**config.mk**
```make
export PLATFORM = sky130hd
export DESIGN_NAME = triangle_simplex_point_query_unit
export DESIGN_NICKNAME = d
export VERILOG_FILES = /design/src/rtl/tspq_pkg.sv /design/src/rtl/tspq_muldiv.sv /design/src/rtl/triangle_simplex_point_query_unit.sv
export SDC_FILE = /design/constraint.sdc
export NUM_CORES = 2
export LEC_CHECK = 0
export CELL_PAD_IN_SITES_DETAIL_PLACEMENT = 1
export CELL_PAD_IN_SITES_GLOBAL_PLACEMENT = 1
export CORE_ASPECT_RATIO = 1.4
export CORE_MARGIN = 5
export CORE_UTILIZATION = 49
export DETAILED_ROUTE_END_ITERATION = 8
export DONT_BUFFER_PORTS = 1
export HOLD_SLACK_MARGIN = 0.03
export PLACE_DENSITY_LB_ADDON = 0.05
export SLEW_MARGIN = 10
export SYNTH_ARGS = -nofsm -noshare
export SYNTH_HDL_FRONTEND = slang
export SYNTH_HIERARCHICAL = 1
export SYNTH_SLANG_ARGS = --single-unit
```
**constraint.sdc**
```tcl
create_clock -name i_clk -period 13.5 [get_ports i_clk]
set_input_delay 2.025 -clock i_clk [delete_from_list [all_inputs] [get_ports i_clk]]
set_output_delay 2.025 -clock i_clk [all_outputs]
set_load 0.01 [all_outputs]
```
**src/rtl/tspq_pkg.sv**
```systemverilog
// Package for the triangle simplex point query unit: item kinds and sequencer states.
// No dependencies.
package tspq_pkg;

    localparam logic [1:0] KIND_ADD     = 2'd0;
    localparam logic [1:0] KIND_CLOSEST = 2'd1;
    localparam logic [1:0] KIND_CONTAIN = 2'd2;

    typedef enum logic [3:0] {
        ST_IDLE,
        ST_LOAD,
        ST_MUL,
        ST_DEC,
        ST_DIVX,
        ST_DIVY,
        ST_DIST,
        ST_CMP,
        ST_OUT
    } t_state;

endpackage

```
**src/rtl/tspq_muldiv.sv**
```systemverilog
// Bit-serial floor(mag * t / den) for t < den, one bit of mag per cycle.
// Depends on nothing.
module tspq_muldiv #(
    parameter int CW = 16,
    parameter int WW = 35
) (
    input  logic          i_clk,
    input  logic          i_rst_n,
    input  logic          i_start,
    input  logic [CW-1:0] i_mag,
    input  logic [WW-1:0] i_t,
    input  logic [WW-1:0] i_den,
    output logic          o_done,
    output logic [CW-1:0] o_q
);

    localparam int IW = $clog2(CW + 1);

    logic          r_busy;
    logic          r_done;
    logic [IW-1:0] r_i;
    logic [CW-1:0] r_mag;
    logic [WW-1:0] r_t;
    logic [WW-1:0] r_den;
    logic [WW-1:0] r_r;
    logic [CW-1:0] r_q;
    logic [WW-1:0] n_r;
    logic [CW-1:0] n_q;
    logic [WW-1:0] v_r;

    always_comb begin
        v_r = {r_r[WW-2:0], 1'b0};
        n_q = {r_q[CW-2:0], 1'b0};
        if (v_r >= r_den) begin
            v_r = v_r - r_den;
            n_q = n_q + CW'(1);
        end
        if (r_mag[CW-1]) begin
            v_r = v_r + r_t;
            if (v_r >= r_den) begin
                v_r = v_r - r_den;
                n_q = n_q + CW'(1);
            end
        end
        n_r = v_r;
    end

    always_ff @(posedge i_clk) begin
        if (!i_rst_n) begin
            r_busy <= 1'b0;
            r_done <= 1'b0;
        end else begin
            r_done <= 1'b0;
            if (i_start) begin
                r_busy <= 1'b1;
            end else if (r_busy && r_i == IW'(CW - 1)) begin
                r_busy <= 1'b0;
                r_done <= 1'b1;
            end
        end
        if (i_start) begin
            r_i   <= '0;
            r_mag <= i_mag;
            r_t   <= i_t;
            r_den <= i_den;
            r_r   <= '0;
            r_q   <= '0;
        end else if (r_busy) begin
            r_i   <= r_i + IW'(1);
            r_mag <= {r_mag[CW-2:0], 1'b0};
            r_r   <= n_r;
            r_q   <= n_q;
        end
    end

    assign o_done = r_done;
    assign o_q    = r_q;

endmodule

```
**src/rtl/triangle_simplex_point_query_unit.sv**
```systemverilog
// Triangle simplex point query unit: window of three vertices, closest and containment queries.
// An add is taken in ST_IDLE; a query with fewer than two vertices goes straight to ST_OUT.
// Otherwise each edge runs ST_LOAD and ST_MUL (6 products on the shared multiplier), then
// ST_DEC; a closest query then runs two serial divisions (ST_DIVX, ST_DIVY) when the point
// projects inside the edge, and ST_DIST and ST_CMP, before the next edge or ST_OUT.
// One item at a time; ready only while idle. Synchronous active-low reset empties the window.
// Depends on tspq_pkg and tspq_muldiv.
module triangle_simplex_point_query_unit
    import tspq_pkg::*;
#(
    parameter int COORD_BITS = 16
) (
    input  logic                         i_clk,
    input  logic                         i_rst_n,
    input  logic                         i_in_valid,
    output logic                         o_in_ready,
    input  logic [1:0]                   i_kind,
    input  logic signed [COORD_BITS-1:0] i_x_coord,
    input  logic signed [COORD_BITS-1:0] i_y_coord,
    output logic                         o_out_valid,
    input  logic                         i_out_ready,
    output logic signed [COORD_BITS-1:0] o_closest_x,
    output logic signed [COORD_BITS-1:0] o_closest_y,
    output logic                         o_inside_res,
    output logic [1:0]                   o_vertex_count
);

    localparam int C  = COORD_BITS;
    localparam int DW = C + 1;
    localparam int PW = 2 * C + 2;
    localparam int W  = 2 * C + 3;

    t_state r_state, n_state;

    logic signed [C-1:0]  r_vx [3];
    logic signed [C-1:0]  r_vy [3];
    logic [1:0]           r_count;
    logic [1:0]           r_kind;
    logic signed [C-1:0]  r_px, r_py;
    logic signed [C-1:0]  r_wx [3];
    logic signed [C-1:0]  r_wy [3];
    logic [1:0]           r_edge;
    logic                 r_first;
    logic [2:0]           r_cnt;
    logic signed [DW-1:0] r_dx, r_dy, r_qx, r_qy;
    logic signed [PW-1:0] r_prod;
    logic signed [W-1:0]  r_t, r_l2, r_cr, r_d, r_bd;
    logic                 r_s0z, r_s0n;
    logic signed [C-1:0]  r_cx, r_cy, r_bx, r_by;
    logic                 r_rin;
    logic                 r_ovalid;
    logic signed [C-1:0]  r_ox, r_oy;
    logic                 r_oin;
    logic [1:0]           r_ocnt;

    logic                 in_xfer;
    logic                 last_edge;
    logic                 div_start;
    logic                 div_done;
    logic [C-1:0]         div_q;
    logic [C-1:0]         div_mag;
    logic signed [DW-1:0] op_a, op_b;
    logic signed [DW-1:0] ex, ey;
    logic signed [DW-1:0] qsel;
    logic signed [DW-1:0] dsel;
    logic signed [DW-1:0] msel;
    logic signed [DW-1:0] cand;
    logic signed [W-1:0]  prod_w;
    logic                 cr_zero, cr_neg;

    assign o_in_ready = (r_state == ST_IDLE);
    assign in_xfer    = i_in_valid && o_in_ready;
    assign last_edge  = (r_count == 2'd2) || (r_edge == 2'd2);
    assign cr_zero    = (r_cr == '0);
    assign cr_neg     = r_cr[W-1];
    assign prod_w     = {r_prod[PW-1], r_prod};
    assign ex         = DW'(r_cx) - DW'(r_px);
    assign ey         = DW'(r_cy) - DW'(r_py);

    always_comb begin
        op_a = ex;
        op_b = ex;
        if (r_state == ST_MUL) begin
            unique case (r_cnt)
                3'd0:    begin op_a = r_dx; op_b = r_qx; end
                3'd1:    begin op_a = r_dy; op_b = r_qy; end
                3'd2:    begin op_a = r_dx; op_b = r_dx; end
                3'd3:    begin op_a = r_dy; op_b = r_dy; end
                3'd4:    begin op_a = r_dx; op_b = r_qy; end
                default: begin op_a = r_dy; op_b = r_qx; end
            endcase
        end else if (r_cnt == 3'd1) begin
            op_a = ey;
            op_b = ey;
        end
    end

    // x division starts from ST_DEC, y division from ST_DIVX
    assign msel    = (r_state == ST_DIVX) ? r_dy : r_dx;
    assign div_mag = msel[DW-1] ? C'(-msel) : C'(msel);
    assign dsel    = (r_state == ST_DIVX) ? r_dx : r_dy;
    assign qsel    = dsel[DW-1] ? -DW'({1'b0, div_q}) : DW'({1'b0, div_q});
    assign cand    = DW'(r_wx[0]) + qsel;

    tspq_muldiv #(
        .CW (C),
        .WW (W)
    ) u_muldiv (
        .i_clk   (i_clk),
        .i_rst_n (i_rst_n),
        .i_start (div_start),
        .i_mag   (div_mag),
        .i_t     (W'(r_t)),
        .i_den   (W'(r_l2)),
        .o_done  (div_done),
        .o_q     (div_q)
    );

    always_comb begin
        n_state   = r_state;
        div_start = 1'b0;
        unique case (r_state)
            ST_IDLE: begin
                if (in_xfer && (i_kind == KIND_CLOSEST || i_kind == KIND_CONTAIN)) begin
                    n_state = (r_count < 2'd2) ? ST_OUT : ST_LOAD;
                end
            end
            ST_LOAD: n_state = ST_MUL;
            ST_MUL: begin
                if (r_cnt == 3'd6) n_state = ST_DEC;
            end
            ST_DEC: begin
                if (r_kind == KIND_CONTAIN) begin
                    if (r_count == 2'd2) begin
                        n_state = ST_OUT;
                    end else if (r_edge == 2'd0) begin
                        n_state = ST_LOAD;
                    end else if (cr_zero || cr_neg != r_s0n || r_s0z || r_edge == 2'd2) begin
                        n_state = ST_OUT;
                    end else begin
                        n_state = ST_LOAD;
                    end
                end else if (r_l2 <= r_t || r_t <= 0) begin
                    n_state = ST_DIST;
                end else begin
                    div_start = 1'b1;
                    n_state   = ST_DIVX;
                end
            end
            ST_DIVX: begin
                if (div_done) begin
                    div_start = 1'b1;
                    n_state   = ST_DIVY;
                end
            end
            ST_DIVY: begin
                if (div_done) n_state = ST_DIST;
            end
            ST_DIST: begin
                if (r_cnt == 3'd2) n_state = ST_CMP;
            end
            ST_CMP:  n_state = last_edge ? ST_OUT : ST_LOAD;
            ST_OUT: begin
                if (!r_ovalid || i_out_ready) n_state = ST_IDLE;
            end
            default: n_state = ST_IDLE;
        endcase
    end

    always_ff @(posedge i_clk) begin
        if (!i_rst_n) begin
            r_state  <= ST_IDLE;
            r_count  <= 2'd0;
            r_ovalid <= 1'b0;
        end else begin
            r_state <= n_state;
            if (r_ovalid && i_out_ready) r_ovalid <= 1'b0;
            if (r_state == ST_OUT && (!r_ovalid || i_out_ready)) r_ovalid <= 1'b1;
            if (in_xfer && i_kind == KIND_ADD) begin
                if (r_count == 2'd3) begin
                    r_vx[0] <= r_vx[1];
                    r_vy[0] <= r_vy[1];
                    r_vx[1] <= r_vx[2];
                    r_vy[1] <= r_vy[2];
                    r_vx[2] <= i_x_coord;
                    r_vy[2] <= i_y_coord;
                end else begin
                    unique case (r_count)
                        2'd0:    begin r_vx[0] <= i_x_coord; r_vy[0] <= i_y_coord; end
                        2'd1:    begin r_vx[1] <= i_x_coord; r_vy[1] <= i_y_coord; end
                        default: begin r_vx[2] <= i_x_coord; r_vy[2] <= i_y_coord; end
                    endcase
                    r_count <= r_count + 2'd1;
                end
            end
        end

        r_prod <= op_a * op_b;

        unique case (r_state)
            ST_IDLE: begin
                r_cnt   <= '0;
                r_kind  <= i_kind;
                r_px    <= i_x_coord;
                r_py    <= i_y_coord;
                r_first <= 1'b1;
                r_rin   <= 1'b0;
                r_bx    <= '0;
                r_by    <= '0;
                if (r_count == 2'd1) begin
                    if (i_kind == KIND_CLOSEST) begin
                        r_bx <= r_vx[0];
                        r_by <= r_vy[0];
                    end else begin
                        r_rin <= (i_x_coord == r_vx[0]) && (i_y_coord == r_vy[0]);
                    end
                end
                if (r_count == 2'd3) begin
                    r_wx[0] <= r_vx[2]; r_wy[0] <= r_vy[2];
                    r_wx[1] <= r_vx[0]; r_wy[1] <= r_vy[0];
                    r_wx[2] <= r_vx[1]; r_wy[2] <= r_vy[1];
                    r_edge  <= 2'd0;
                end else begin
                    r_wx[0] <= r_vx[0]; r_wy[0] <= r_vy[0];
                    r_wx[1] <= r_vx[1]; r_wy[1] <= r_vy[1];
                    r_wx[2] <= r_vx[2]; r_wy[2] <= r_vy[2];
                    r_edge  <= 2'd1;
                end
            end
            ST_LOAD: begin
                r_cnt <= '0;
                r_dx  <= DW'(r_wx[1]) - DW'(r_wx[0]);
                r_dy  <= DW'(r_wy[1]) - DW'(r_wy[0]);
                r_qx  <= DW'(r_px) - DW'(r_wx[0]);
                r_qy  <= DW'(r_py) - DW'(r_wy[0]);
            end
            ST_MUL: begin
                r_cnt <= r_cnt + 3'd1;
                unique case (r_cnt)
                    3'd1:    r_t  <= prod_w;
                    3'd2:    r_t  <= r_t + prod_w;
                    3'd3:    r_l2 <= prod_w;
                    3'd4:    r_l2 <= r_l2 + prod_w;
                    3'd5:    r_cr <= prod_w;
                    3'd6:    r_cr <= r_cr - prod_w;
                    default: ;
                endcase
            end
            ST_DEC: begin
                r_cnt <= '0;
                if (r_kind == KIND_CONTAIN) begin
                    if (r_count == 2'd2) begin
                        r_rin <= cr_zero && (r_t >= 0) && (r_t <= r_l2);
                    end else if (r_edge == 2'd0) begin
                        r_s0z <= cr_zero;
                        r_s0n <= cr_neg;
                    end else if (cr_zero) begin
                        r_rin <= 1'b1;
                    end else if (cr_neg != r_s0n || r_s0z) begin
                        r_rin <= 1'b0;
                    end else begin
                        r_rin <= 1'b1;
                    end
                    r_wx[0] <= r_wx[1]; r_wy[0] <= r_wy[1];
                    r_wx[1] <= r_wx[2]; r_wy[1] <= r_wy[2];
                    r_wx[2] <= r_wx[0]; r_wy[2] <= r_wy[0];
                    r_edge  <= r_edge + 2'd1;
                end else if (r_l2 <= r_t) begin
                    r_cx <= r_wx[1];
                    r_cy <= r_wy[1];
                end else begin
                    r_cx <= r_wx[0];
                    r_cy <= r_wy[0];
                end
            end
            ST_DIVX: begin
                if (div_done) r_cx <= C'(cand);
            end
            ST_DIVY: begin
                r_cnt <= '0;
                if (div_done) r_cy <= C'(DW'(r_wy[0]) + qsel);
            end
            ST_DIST: begin
                r_cnt <= r_cnt + 3'd1;
                if (r_cnt == 3'd1) r_d <= prod_w;
                if (r_cnt == 3'd2) r_d <= r_d + prod_w;
            end
            ST_CMP: begin
                r_first <= 1'b0;
                if (r_first || r_bd > r_d) begin
                    r_bx <= r_cx;
                    r_by <= r_cy;
                    r_bd <= r_d;
                end
                r_wx[0] <= r_wx[1]; r_wy[0] <= r_wy[1];
                r_wx[1] <= r_wx[2]; r_wy[1] <= r_wy[2];
                r_wx[2] <= r_wx[0]; r_wy[2] <= r_wy[0];
                r_edge  <= r_edge + 2'd1;
            end
            ST_OUT: begin
                if (!r_ovalid || i_out_ready) begin
                    r_ox   <= r_bx;
                    r_oy   <= r_by;
                    r_oin  <= r_rin;
                    r_ocnt <= r_count;
                end
            end
            default: ;
        endcase
    end

    assign o_out_valid    = r_ovalid;
    assign o_closest_x    = r_ox;
    assign o_closest_y    = r_oy;
    assign o_inside_res   = r_oin;
    assign o_vertex_count = r_ocnt;

endmodule

```
==> results.yml <==
clock_network:
  htree_num_levels: 3
  cts_tree: "built"
  numCtsBuffers: 86
  clock_latency_ps: 740
  holdBufCountCts: 0
  clock_path_buffers: 3
  cts_root_buf: "clkbuf_16"
  clock-sinks: 761
  cts_resized: 0
  path_clk_slew_ps: 60
  post-cts-setup-buffers: 0
setup_path:
  cp-start-kind: "register"
  worst_path_largest_cell_delay_ps: 630
  worstReg2RegStart: "r_cx[0]$_DFFE_PP_"
  crit_path_start: "r_cx[0]$_DFFE_PP_"
  worst-setup-path-type: "register to register"
  cp_max_fo: 9
  cp.arrival_ps: 10460
  cp.required_ps: 14160
  slowest_stage: "or4_1"
  worstSetupEndpointType: "register"
routing:
  antenna_left: 0
  drc: 0
  drt-total-wl_um: 228700
  dr.pass1.iters: 5
  wl_per_cell_um: 26.85
  first_iter_violations: 2916
  vias: 51489
  via_per_inst: 6.044
yosys:
  async_flop_share_pct: 0
  yosys.area.top_type: "edfxtp_1"
  synth_ff_type: "edfxtp_1"
  synth_top_area_share_pct: 31.36
  synthCells: 6743
  ys_top_cells_by_area: "edfxtp_1 (31%), ha_1 (11%), fa_1 (9.8%)"
  synthDistinctLibCells: 113
  synth.cell_area_sq_um: 63480
  yosys_warnings: 6
  syn_nets: 7636
  ys_seq_elements: 761
  synth_enable_flop_cells: 663
  syn_area_per_cell_sq_um: 9.414
  yosysSeqAreaShare_pct: 34.46
flow_run:
  max_cap_violations: 0
floorplanning:
  die_y_um: 435.9
  start_util_pct: 49.20
  core-area_sq_um: 129000
  design.die.area_sq_um: 136900
  io_pins: 75
  std_cell_rows: 156
  die_x_um: 314.2
sta:
  setup_violations: 0
  final-hold-violation-count: 0
  slew_headroom_pct: 9.431
  worst_slew_pin_slew_ps: 1346
  period_share_pct: 72.56
  finalSetupTns_ps: 0
  timing.hold.ws_ps: 414.2
  fin_skew_ps: 38.84
  layout_min_cycle_time_ps: 9795
  maxSlewViolCount: 0
  rsz0062_at_grt: "false"
  fmax_ghz: 0.1021
cells_and_area:
  fill_cells: 14677
  drive_above_1_share_pct: 5.419
  mostFrequentLayoutCells: "nand2_1 (736), inv_1 (703), edfxtp_1 (663)"
  nets: 7592
  seqCellArea_sq_um: 21870
  final_common_cell: "nand2_1"
  syn2layout_area_growth_pct: 7.995
  multi_input_area_sq_um: 38260
grt:
  grt_max_degree: 194
  grt_pass1_vias: 56163
  grt_pass1_wl_um: 341200
  antenna_found_initial: 5
  gr-usage-all-layers_pct: 32.75
  grt.overflow.total: 0
status:
  status: "complete, no violations"
min_path:
  hp-start: "r_by[12]$_DFFE_PP_"
  hold_path_class: "register to register"
placement:
  dpl.hpwl_um: 184000
  routabilityCongestion: 0.9799
  numPortBuffers: 0
==> state kept, by name, indices dropped and copies added (netlist names), 34 cells and up <==
register / count
r_prod: 34
r_bd: 35
r_vy: 48
u_muldiv/r_den: 35
r_l2: 35
u_muldiv/r_t: 35
r_wx: 48
r_vx: 48
r_d: 35
u_muldiv/r_r: 34
r_t: 35
r_cr: 35
r_wy: 48
==> Yosys cell counts, types with 41 or more instances <==
master,n
a211oi_1,85
nand4_1,76
nor3_1,135
inv_1,704
xor2_1,144
and2_1,53
fa_1,311
nand3_1,149
a21oi_1,444
a21o_1,150
ha_1,544
o21ai_0,392
and3_1,58
o21bai_1,52
or3_1,41
nor2_1,526
nand2b_1,71
nor2b_1,70
o211ai_1,51
mux2i_1,182
clkbuf_1,157
edfxtp_1,663
dfxtp_1,98
o21a_1,41
nand2_1,741
xnor2_1,233
==> metal layers <==
layer | GRT usage, % | vias up | part of all wire, %
met5 | 0 | - | 0.0066
met4 | 26.47 | 2 | 10
met3 | 3.401 | 611 | 3.4
li1 | - | 23770 | -
met2 | 61.36 | 1203 | 52
met1 | 32.38 | 25903 | 34
==> through the flow <==
stage | utilization (%) | cells | area [sq um] | worst slack, ps
2_1_floorplan | - | 6743 | 63480 | 2851
5_1_grt | 53.13 | 8519 | 68550 | 3040
4_1_cts | 53.11 | 8510 | 68520 | 3666
3_5_place_dp | 50.88 | 8349 | 65640 | 3717
3_3_place_gp | 50.87 | 8349 | 65640 | 3836
6_report | 53.13 | 8519 | 68550 | 3705
==> cell type report <==
type,count,area share [%]
Antenna cell,9,0.03285
Clock buffer,106,3.355
Clock inverter,55,0.8469
Inverter,706,3.873
Multi-Input combinational cell,5056,55.81
Sequential cell,761,31.91
Tap cell,1738,3.172
Timing Repair Buffer,88,1.000
==> path summary, 6_finish.rpt <==
kind	end	slack [ps]	cells past startpoint
worst min register to register	o_closest_y[12]$_DFFE_PP_	410	0
worst max register to register	r_prod[32]$_DFF_P_	3700	34
worst max-delay path	r_prod[32]$_DFF_P_	3700	34
worst min-delay path	o_closest_y[12]$_DFFE_PP_	410	0
==> cells by family after synthesis <==
| logic type | Yosys count | synth area share [%] |
|---|---|---|
| XOR/XNOR | 377 | 5.202 |
| AND/OR/NAND/NOR | 2037 | 14.72 |
| buffers and inverters | 926 | 5.594 |
| flip-flops | 761 | 34.46 |
| multiplexers | 219 | 3.538 |
| AO/OA/AOI/OAI | 1568 | 15.96 |
| adder cells (fa/ha/maj) | 855 | 20.53 |
==> critical path: cells and delay by family, from the launching register on <==
kind                       cells  cell delay [ps]
AOI/OAI and AO/OA             13             3650
xor gates and xnor gates       1              160
and+or+nand+nor                4             1150
DFF                            1              370
buffers and inverters          7              440
adders and majority gates      9             3930
Power is left out: the tool's default activity adds up to more than one toggle a clock period on the data nets, which glitch-free logic cannot reach.
